File: src/rtl/core/cec_pkg.sv
// ----------------------------------------------------------------------------
// Curtain event controller package
// Event kinds, state codes, result field layout.
// ----------------------------------------------------------------------------
package cec_pkg;

  localparam int unsigned KindW    = 3;
  localparam int unsigned ParamW   = 8;
  localparam int unsigned OutDataW = 48;

  typedef logic [2:0] state_t;
  typedef logic [1:0] mode_t;
  typedef logic [1:0] pos_t;
  typedef logic [2:0] focus_t;
  typedef logic [1:0] motor_t;

  // event kinds
  localparam logic [KindW-1:0] KIND_KEY    = 3'd0;
  localparam logic [KindW-1:0] KIND_LIGHT  = 3'd1;
  localparam logic [KindW-1:0] KIND_SCHED  = 3'd2;
  localparam logic [KindW-1:0] KIND_MOTOR  = 3'd3;
  localparam logic [KindW-1:0] KIND_CO     = 3'd4;

  // machine states
  localparam state_t ST_IDLE_LUX  = 3'd0;
  localparam state_t ST_IDLE_TIM  = 3'd1;
  localparam state_t ST_IDLE_MAN  = 3'd2;
  localparam state_t ST_OPENING   = 3'd3;
  localparam state_t ST_CLOSING   = 3'd4;
  localparam state_t ST_SET_OPEN  = 3'd5;
  localparam state_t ST_SET_CLOSE = 3'd6;
  localparam state_t ST_SET_CLOCK = 3'd7;

  localparam mode_t MD_LUX = 2'd0;
  localparam mode_t MD_TIM = 2'd1;
  localparam mode_t MD_MAN = 2'd2;

  localparam pos_t POS_OPENED  = 2'd0;
  localparam pos_t POS_OPENING = 2'd1;
  localparam pos_t POS_CLOSED  = 2'd2;
  localparam pos_t POS_CLOSING = 2'd3;

  localparam focus_t FC_NONE  = 3'd0;
  localparam focus_t FC_HOUR  = 3'd1;
  localparam focus_t FC_MIN   = 3'd2;
  localparam focus_t FC_OPEN  = 3'd3;
  localparam focus_t FC_CLOSE = 3'd4;

  localparam motor_t MOTOR_NONE  = 2'd0;
  localparam motor_t MOTOR_OPEN  = 2'd1;
  localparam motor_t MOTOR_CLOSE = 2'd2;

  // key operations
  localparam logic [2:0] OP_NONE  = 3'd0;
  localparam logic [2:0] OP_MODE  = 3'd1;
  localparam logic [2:0] OP_UP    = 3'd2;
  localparam logic [2:0] OP_DOWN  = 3'd3;
  localparam logic [2:0] OP_ENTER = 3'd4;

  localparam logic [1:0] STB_BEEP  = 2'b01;
  localparam logic [1:0] STB_CLOCK = 2'b10;

  localparam logic [4:0] HOUR_MAX     = 5'd23;
  localparam logic [5:0] MINUTE_MAX   = 6'd59;
  localparam logic [4:0] OPEN_HOUR_RST  = 5'd8;
  localparam logic [4:0] CLOSE_HOUR_RST = 5'd18;

  // result field positions in m_axis_tdata
  localparam int unsigned O_MOTOR = 0;
  localparam int unsigned O_STB   = 2;
  localparam int unsigned O_CHR   = 4;
  localparam int unsigned O_CMIN  = 9;
  localparam int unsigned O_STATE = 15;
  localparam int unsigned O_MODE  = 18;
  localparam int unsigned O_POS   = 20;
  localparam int unsigned O_FOCUS = 22;
  localparam int unsigned O_OPEN  = 25;
  localparam int unsigned O_CLOSE = 30;
  localparam int unsigned O_EDIT  = 35;
  localparam int unsigned O_SENS  = 40;
  localparam int unsigned O_USED  = 42;

endpackage

File: src/rtl/core/curtain_event_controller.sv
// ----------------------------------------------------------------------------
// Curtain event controller
// Event-driven control of a motorized curtain: modes, schedule, clock edit.
// ----------------------------------------------------------------------------
// One event enters per clock while the result side accepts, and every event
// yields one status result: the event is held in the input register, then
// the decision logic updates the controller state and loads the result register.
// Sustained rate is one event per cycle; only a stalled result side slows
// the input, through the result register's ready.
module curtain_event_controller (
  input  logic                          clk_i,
  input  logic                          rst_ni,
  input  logic                          s_axis_tvalid,
  output logic                          s_axis_tready,
  input  logic [7:0]                    s_axis_tdata,  // param
  input  logic [cec_pkg::KindW-1:0]     s_axis_tuser,  // kind
  output logic                          m_axis_tvalid,
  input  logic                          m_axis_tready,
  // motor_cmd, strobes, clock_hour, clock_minute, machine_state, mode_now,
  // curtain_now, focus_now, open_at, close_at, edit_hour, sensor_flags
  output logic [cec_pkg::OutDataW-1:0]  m_axis_tdata
);
  import cec_pkg::*;

  function automatic logic [5:0] wrap_up(logic [5:0] v, logic [5:0] top);
    return (v < top) ? v + 6'd1 : 6'd0;
  endfunction

  function automatic logic [5:0] wrap_down(logic [5:0] v, logic [5:0] top);
    return (v > 6'd0 && v <= top) ? v - 6'd1 : top;
  endfunction

  logic                  in_vld_q, out_vld_q, adv;
  logic [KindW-1:0]      kind_q;
  logic [ParamW-1:0]     param_q;
  logic [OutDataW-1:0]   out_q, out_d;

  state_t     state_q, state_d;
  mode_t      mode_q, mode_d;
  pos_t       pos_q, pos_d;
  focus_t     focus_q, focus_d;
  logic       lux_q, lux_d, co_q, co_d;
  logic [4:0] open_q, open_d, close_q, close_d, edit_q, edit_d, hour_q, hour_d;
  logic [5:0] min_q, min_d;
  logic [5:0] wrap_v;
  motor_t     motor;
  logic [1:0] stb;
  logic [2:0] op;
  logic       handled, start_open, start_close, to_idle;

  assign adv           = in_vld_q && (!out_vld_q || m_axis_tready);
  assign s_axis_tready = !in_vld_q || adv;
  assign m_axis_tvalid = out_vld_q;
  assign m_axis_tdata  = out_q;

  always_comb begin
    state_d = state_q;  mode_d = mode_q;  pos_d = pos_q;  focus_d = focus_q;
    lux_d = lux_q;  co_d = co_q;  open_d = open_q;  close_d = close_q;
    edit_d = edit_q;  hour_d = hour_q;  min_d = min_q;
    stb = 2'b00;  handled = 1'b0;  wrap_v = '0;
    start_open = 1'b0;  start_close = 1'b0;  to_idle = 1'b0;

    op = OP_NONE;
    if (param_q >= 8'd1 && param_q <= 8'd4) begin
      if (mode_q == MD_LUX) begin
        op = (param_q == 8'd1) ? OP_MODE : OP_NONE;
      end else if (mode_q == MD_TIM || mode_q == MD_MAN) begin
        op = param_q[2:0];
      end
    end

    if (kind_q == KIND_CO && param_q == 8'd1) begin
      co_d = 1'b1;
      stb  = stb | STB_BEEP;
      if (pos_q != POS_OPENED && state_q != ST_OPENING) begin
        start_open = 1'b1;
        handled    = 1'b1;
      end
    end

    if (!handled) begin
      if (kind_q == KIND_KEY) begin
        case (state_q)
          ST_IDLE_LUX: begin
            if (op == OP_MODE) to_idle = 1'b1;
          end
          ST_IDLE_TIM: begin
            if (op == OP_MODE) begin
              to_idle = 1'b1;
            end else if (op == OP_ENTER) begin
              state_d = ST_SET_OPEN;
              edit_d  = open_q;
              focus_d = FC_OPEN;
            end
          end
          ST_IDLE_MAN: begin
            if (op == OP_MODE) begin
              to_idle = 1'b1;
            end else if (op == OP_UP) begin
              start_open = (pos_q == POS_CLOSED);
            end else if (op == OP_DOWN) begin
              start_close = (pos_q == POS_OPENED);
            end else if (op == OP_ENTER) begin
              state_d = ST_SET_CLOCK;
              focus_d = FC_HOUR;
            end
          end
          ST_SET_OPEN, ST_SET_CLOSE: begin
            if (op == OP_UP) begin
              wrap_v = wrap_up({1'b0, edit_q}, {1'b0, HOUR_MAX});
              edit_d = wrap_v[4:0];
            end else if (op == OP_DOWN) begin
              wrap_v = wrap_down({1'b0, edit_q}, {1'b0, HOUR_MAX});
              edit_d = wrap_v[4:0];
            end else if (op == OP_ENTER) begin
              if (state_q == ST_SET_OPEN) begin
                open_d  = edit_q;
                state_d = ST_SET_CLOSE;
                edit_d  = close_q;
                focus_d = FC_CLOSE;
              end else begin
                close_d = edit_q;
                state_d = ST_IDLE_TIM;
                focus_d = FC_NONE;
              end
            end
          end
          ST_SET_CLOCK: begin
            if (op == OP_UP) begin
              if (focus_q == FC_HOUR) begin
                wrap_v = wrap_up({1'b0, hour_q}, {1'b0, HOUR_MAX});
                hour_d = wrap_v[4:0];
              end else if (focus_q == FC_MIN) begin
                min_d = wrap_up(min_q, MINUTE_MAX);
              end
            end else if (op == OP_DOWN) begin
              if (focus_q == FC_HOUR) begin
                wrap_v = wrap_down({1'b0, hour_q}, {1'b0, HOUR_MAX});
                hour_d = wrap_v[4:0];
              end else if (focus_q == FC_MIN) begin
                min_d = wrap_down(min_q, MINUTE_MAX);
              end
            end else if (op == OP_ENTER) begin
              if (focus_q == FC_HOUR) begin
                focus_d = FC_MIN;
              end else if (focus_q == FC_MIN) begin
                stb     = stb | STB_CLOCK;
                state_d = ST_IDLE_MAN;
                focus_d = FC_NONE;
              end
            end
          end
          default: ;
        endcase
      end else if (kind_q == KIND_LIGHT && state_q == ST_IDLE_LUX) begin
        lux_d       = (param_q == 8'd1);
        start_open  = (param_q == 8'd1) && (pos_q == POS_CLOSED);
        start_close = (param_q != 8'd1) && (pos_q == POS_OPENED);
      end else if (kind_q == KIND_SCHED && state_q == ST_IDLE_TIM) begin
        start_open  = (param_q == 8'd1) && (pos_q == POS_CLOSED);
        start_close = (param_q != 8'd1) && (pos_q == POS_OPENED);
      end else if (kind_q == KIND_MOTOR && param_q == 8'd0 &&
                   (state_q == ST_OPENING || state_q == ST_CLOSING)) begin
        pos_d = (state_q == ST_OPENING) ? POS_OPENED : POS_CLOSED;
        case (mode_q)
          MD_LUX:  state_d = ST_IDLE_LUX;
          MD_TIM:  state_d = ST_IDLE_TIM;
          default: state_d = ST_IDLE_MAN;
        endcase
      end
    end

    // mode key: step the mode, land in its idle state
    if (to_idle) begin
      case (mode_q)
        MD_LUX: begin
          mode_d = MD_TIM;  state_d = ST_IDLE_TIM;
        end
        MD_TIM: begin
          mode_d = MD_MAN;  state_d = ST_IDLE_MAN;
        end
        default: begin
          mode_d = MD_LUX;  state_d = ST_IDLE_LUX;
        end
      endcase
    end

    motor = MOTOR_NONE;
    if (start_open) begin
      state_d = ST_OPENING;  pos_d = POS_OPENING;  motor = MOTOR_OPEN;
    end else if (start_close) begin
      state_d = ST_CLOSING;  pos_d = POS_CLOSING;  motor = MOTOR_CLOSE;
    end

    out_d = {{(OutDataW - O_USED){1'b0}}, co_d, lux_d, edit_d, close_d, open_d,
             focus_d, pos_d, mode_d, state_d, min_d, hour_d, stb, motor};
  end

  always_ff @(posedge clk_i or negedge rst_ni) begin
    if (!rst_ni) begin
      in_vld_q  <= 1'b0;
      out_vld_q <= 1'b0;
      state_q   <= ST_IDLE_MAN;
      mode_q    <= MD_MAN;
      pos_q     <= POS_OPENED;
      focus_q   <= FC_NONE;
      lux_q     <= 1'b1;
      co_q      <= 1'b0;
      open_q    <= OPEN_HOUR_RST;
      close_q   <= CLOSE_HOUR_RST;
      edit_q    <= '0;
      hour_q    <= '0;
      min_q     <= '0;
    end else begin
      if (s_axis_tready) in_vld_q <= s_axis_tvalid;
      if (adv) begin
        out_vld_q <= 1'b1;
        state_q   <= state_d;
        mode_q    <= mode_d;
        pos_q     <= pos_d;
        focus_q   <= focus_d;
        lux_q     <= lux_d;
        co_q      <= co_d;
        open_q    <= open_d;
        close_q   <= close_d;
        edit_q    <= edit_d;
        hour_q    <= hour_d;
        min_q     <= min_d;
      end else if (m_axis_tready) begin
        out_vld_q <= 1'b0;
      end
    end
  end

  always_ff @(posedge clk_i) begin
    if (s_axis_tready && s_axis_tvalid) begin
      kind_q  <= s_axis_tuser;
      param_q <= s_axis_tdata;
    end
    if (adv) out_q <= out_d;
  end

endmodule

File: config.mk
export PLATFORM = sky130hd
export DESIGN_NAME = curtain_event_controller
export DESIGN_NICKNAME = d
export VERILOG_FILES = /design/src/rtl/core/cec_pkg.sv /design/src/rtl/core/curtain_event_controller.sv
export SDC_FILE = /design/constraint.sdc
export NUM_CORES = 1
export LEC_CHECK = 0
export BUFFER_PORTS_ARGS = -buffer_cell sky130_fd_sc_hd__buf_4
export CAP_MARGIN = 20
export CORE_MARGIN = 10
export CORE_UTILIZATION = 50
export CTS_CLUSTER_DIAMETER = 30
export DETAILED_ROUTE_END_ITERATION = 8
export GPL_TIMING_DRIVEN = 0
export PLACE_DENSITY = 0.73
export SETUP_SLACK_MARGIN = 0.15
export SYNTH_ARGS = -nofsm -noshare
export SYNTH_HDL_FRONTEND = slang
export SYNTH_SLANG_ARGS = --single-unit
File: constraint.sdc
create_clock -name clk_i -period 2.9 [get_ports clk_i]
set_input_delay 0.145 -clock clk_i [delete_from_list [all_inputs] [get_ports clk_i]]
set_output_delay 0.145 -clock clk_i [all_outputs]
set_load 0.005 [all_outputs]
==> results by group <==
Die
  – Total die area: 15750 um2
  – FP Rows: 38
  – Die X: between 100 and 150 um
  – Top-Level Pins: 65
  – Die Ht: 125.5 um
  – Initial Util: 51.09%
  – Core area: around 11000 um2

CTS
  – Clock Latency Late Sink: between 0.3 and 0.4 ns
  – CTS tree: yes
  – CTS root buffer: clkbuf_8
  – TritonCTS buffer count: 9
  – Worst-path clk slew: 0.09 ns
  – CTS Sinks: 93
  – H-Tree Depth: 3
  – Clock tree buffer depth: 2

Power
  – Clock Power Share: between 20% and 30%
  – Int Pwr: 2493 uW
  – Sequential power share: 45.4%
  – P per Cell Area: 524.3 nW/um2
  – Switching share of power: slightly above 30%
  – Leakage: 0.002622 uW
  – VDD IR-drop max: 489.2 uV
  – Sw Pwr: ~1100 uW
  – Final Power: 3592 uW
  – Combinational fraction of design power: between 20% and 30%

Synth
  – Post-synth top area share: 28.61%
  – EDFF count, synth: 53
  – Post-synthesis cell area: 5563 um2
  – Ys async rst share: 43.01%
  – Top FF cell, synth: edfxtp_1
  – Synth area leaders: edfxtp_1 29%, dfrtp_1 15%, o21ai_0 4.9%, mux2_2 4.3%, nand2_1 2.9%
  – Sequential area share after synthesis: 46.74%
  – Cell taking the most area after synthesis: edfxtp_1
  – Yosys cell types: 80
  – Post-synthesis cell count: 567
  – Syn Area/Cell: 9.811 um2
  – Post-synthesis register bit count: 93
  – Synthesis Warnings: 0

Detailed routing
  – Drt wl/cell: 19.32 um
  – DRT Wirelength: 15630 um
  – Drc violations: 0
  – DRT antenna net count: 0
  – DRT iter0 DRCs: 503
  – Pre-antenna DRT Iters: 5
  – Via count: around 5.0k
  – Drt via density: 6.129

Job
  – Max cap viols: 0

STA
  – Setup TNS: 0 ns
  – Worst rel slew slack: 47.52%
  – Max-slew violation count: 0
  – RSZ-0062 raised after global routing: true
  – Final setup violation count: 0
  – Final Hold Fails: 0
  – Fin Hold WS: 0.06332 ns
  – Final min period: 2.678 ns
  – Fmax: ~370 MHz
  – Post-route clock period utilization: between 90% and 100%
  – Slew @ Worst Pin: 0.7855 ns
  – Clock skew: 0.009608 ns

Placement
  – I/O Buffers: slightly below 60
  – GP Congestion: 0.9149
  – DP Cell Count: just under 800
  – Hpwl dp: between 10000 and 15000 um
  – Area of placed instances: 6213 um2

Global routing
  – Total grt overflow: 0
  – Initial antenna violation count: 0
  – Gr usage total: 19.39%
  – Vias in the first global route: 4875
  – First-pass GRT wire length: 25260 um
  – Pin count of the biggest net entering global routing: 41

Status
  – Outcome: completed

Final layout
  – FILL cells: 897
  – Share of layout cells above drive strength 1: 25.56%
  – Commonest non-fill, non-tap cell in the layout: buf_4
  – Final instance area: between 6000 and 7000 um2
  – Final #Nets: 689
  – P&R area growth vs syn: 23.14%
  – Register area: 2601 um2
  – Multi-input logic area: 2908 um2
  – Most frequent cells in the layout: 74 x buf_4, 55 x o21ai_0, 53 x edfxtp_1, 43 x nand2_1, 37 x nor2_1
  – Final Non-Filler Cells: 809
  – Antenna Cells: 0

Min path
  – Hold endpoint: m_axis_tvalid
  – Hold Path Class: primary input to register
  – Hold depth: 3
  – Hold Crit Start: m_axis_tready

Critical path
  – Critical path data arrival time: 2.98 ns
  – Setup slack, reg-to-reg: around 0.22 ns
  – RR Endpoint: edit_q[1]
  – Cells on worst reg2reg path: 8
  – Reg2Reg Launch Point: edit_q[1]
  – Startpoint types: register
  – CP max FO: 10
  – Required @ worst endpoint: 3.20 ns
  – Endpoint class of the critical path: register
  – Crit path kind: register to register
==> repair_timing <==
item / CTS / global route
setup endpoints to repair: 40 / 78
pin swaps: 2 / 6
endpoints found under the hold margin: 46 / 0
resized for setup: 13 / 35
cloned: 0 / 0
hold buffers: 13 / 0
setup buffers: 4 / 6
==> per-stage QoR <==
stage	util (%)	worst slack (ns)
2_1_floorplan	-	0.1716
3_3_place_gp	56.87	-1.013
3_5_place_dp	57.07	-0.2440
4_1_cts	61.51	0.1501
5_1_grt	62.92	0.06571
6_report	62.92	0.2216
==> state kept, by name, indices dropped and copies added, names as in the netlist <==
name	cells
pos_q	2
m_axis_tvalid	1
edit_q	5
min_q	6
close_q	5
co_q	1
mode_q	2
kind_q	3
state_q	3
param_q	8
open_q	5
m_axis_tdata	42
focus_q	3
in_vld_q	1
lux_q	1
hour_q	5
==> cells in the mapped netlist, types with 5 or more instances <==
master    count
nor3_1       15
or2_2         7
nand3_1      17
a31oi_1      11
mux2_2       21
a21oi_1      28
o31ai_1       8
edfxtp_1     53
or3_1         8
o21ai_0      55
inv_1        17
nand2_1      43
and3_1        5
nand2b_1      8
o211ai_1      8
buf_4         6
ha_1         10
clkbuf_1     31
dfrtp_1      34
and2_1        5
nand3b_1      6
mux2i_1       6
nor2b_1       8
nor4_1        7
dfstp_2       6
nor2_1       39
nand4_1       7
==> worst max path at each step <==
stage | start | end
6_report | edit_q[1] | edit_q[1]
5_1_grt | edit_q[1] | edit_q[1]
3_5_place_dp | mode_q[1] | close_q[3]
4_1_cts | mode_q[1] | m_axis_tdata[7]
2_1_floorplan | m_axis_tvalid | m_axis_tdata[0]
3_3_place_gp | m_axis_tvalid | m_axis_tdata[20]
==> layout make-up <==
type | instances | share of cell area (%)
tap | 140 | 2.557
buffer | 42 | 2.977
sequential | 93 | 37.97
inverter | 17 | 0.9315
clock inverter | 6 | 1.607
multi-input combinational | 419 | 42.45
clock buffer | 10 | 1.863
timing repair buffer | 82 | 9.644
==> per-layer routing <==
layer,vias to the layer above,part of all wire [%],track usage (%)
li1,2332,-,-
met1,2418,43,24.39
met2,191,49,31.95
met3,17,6.5,5.027
met4,0,1.3,5.759
met5,-,0,0
==> worst max-delay path, cell delays in order, from the launching register on <==
cell and delay, ns:
dfrtp_1 0.52, inv_1 0.19, ha_2 0.22, or3b_2 0.45, or2_2 0.31, and4_1 0.24, a2111oi_4 0.34, a221oi_2 0.08
o22ai_1 0.23
==> power groups by stage <==
stage	sequential (uW)	combinational (uW)	clock, uW
5_1_grt	1650	1010	1120
3_5_place_dp	1650	796	0
4_1_cts	1620	857	1060
2_1_floorplan	1630	510	0
3_3_place_gp	1650	779	0
6_report	1630	921	1040
==> cell families after synthesis <==
kind of cell | Yosys count | synth area share [%]
and+or+nand+nor | 209 | 21.19
AOI/OAI and AO/OA | 162 | 19.01
DFF | 93 | 46.74
buffers and inverters | 60 | 4.633
muxes | 27 | 5.331
adders and majority gates | 10 | 2.249
xor gates and xnor gates | 5 | 0.7874
other | 1 | 0.06741
No activity file was read; power rests on OpenSTA's default activity.
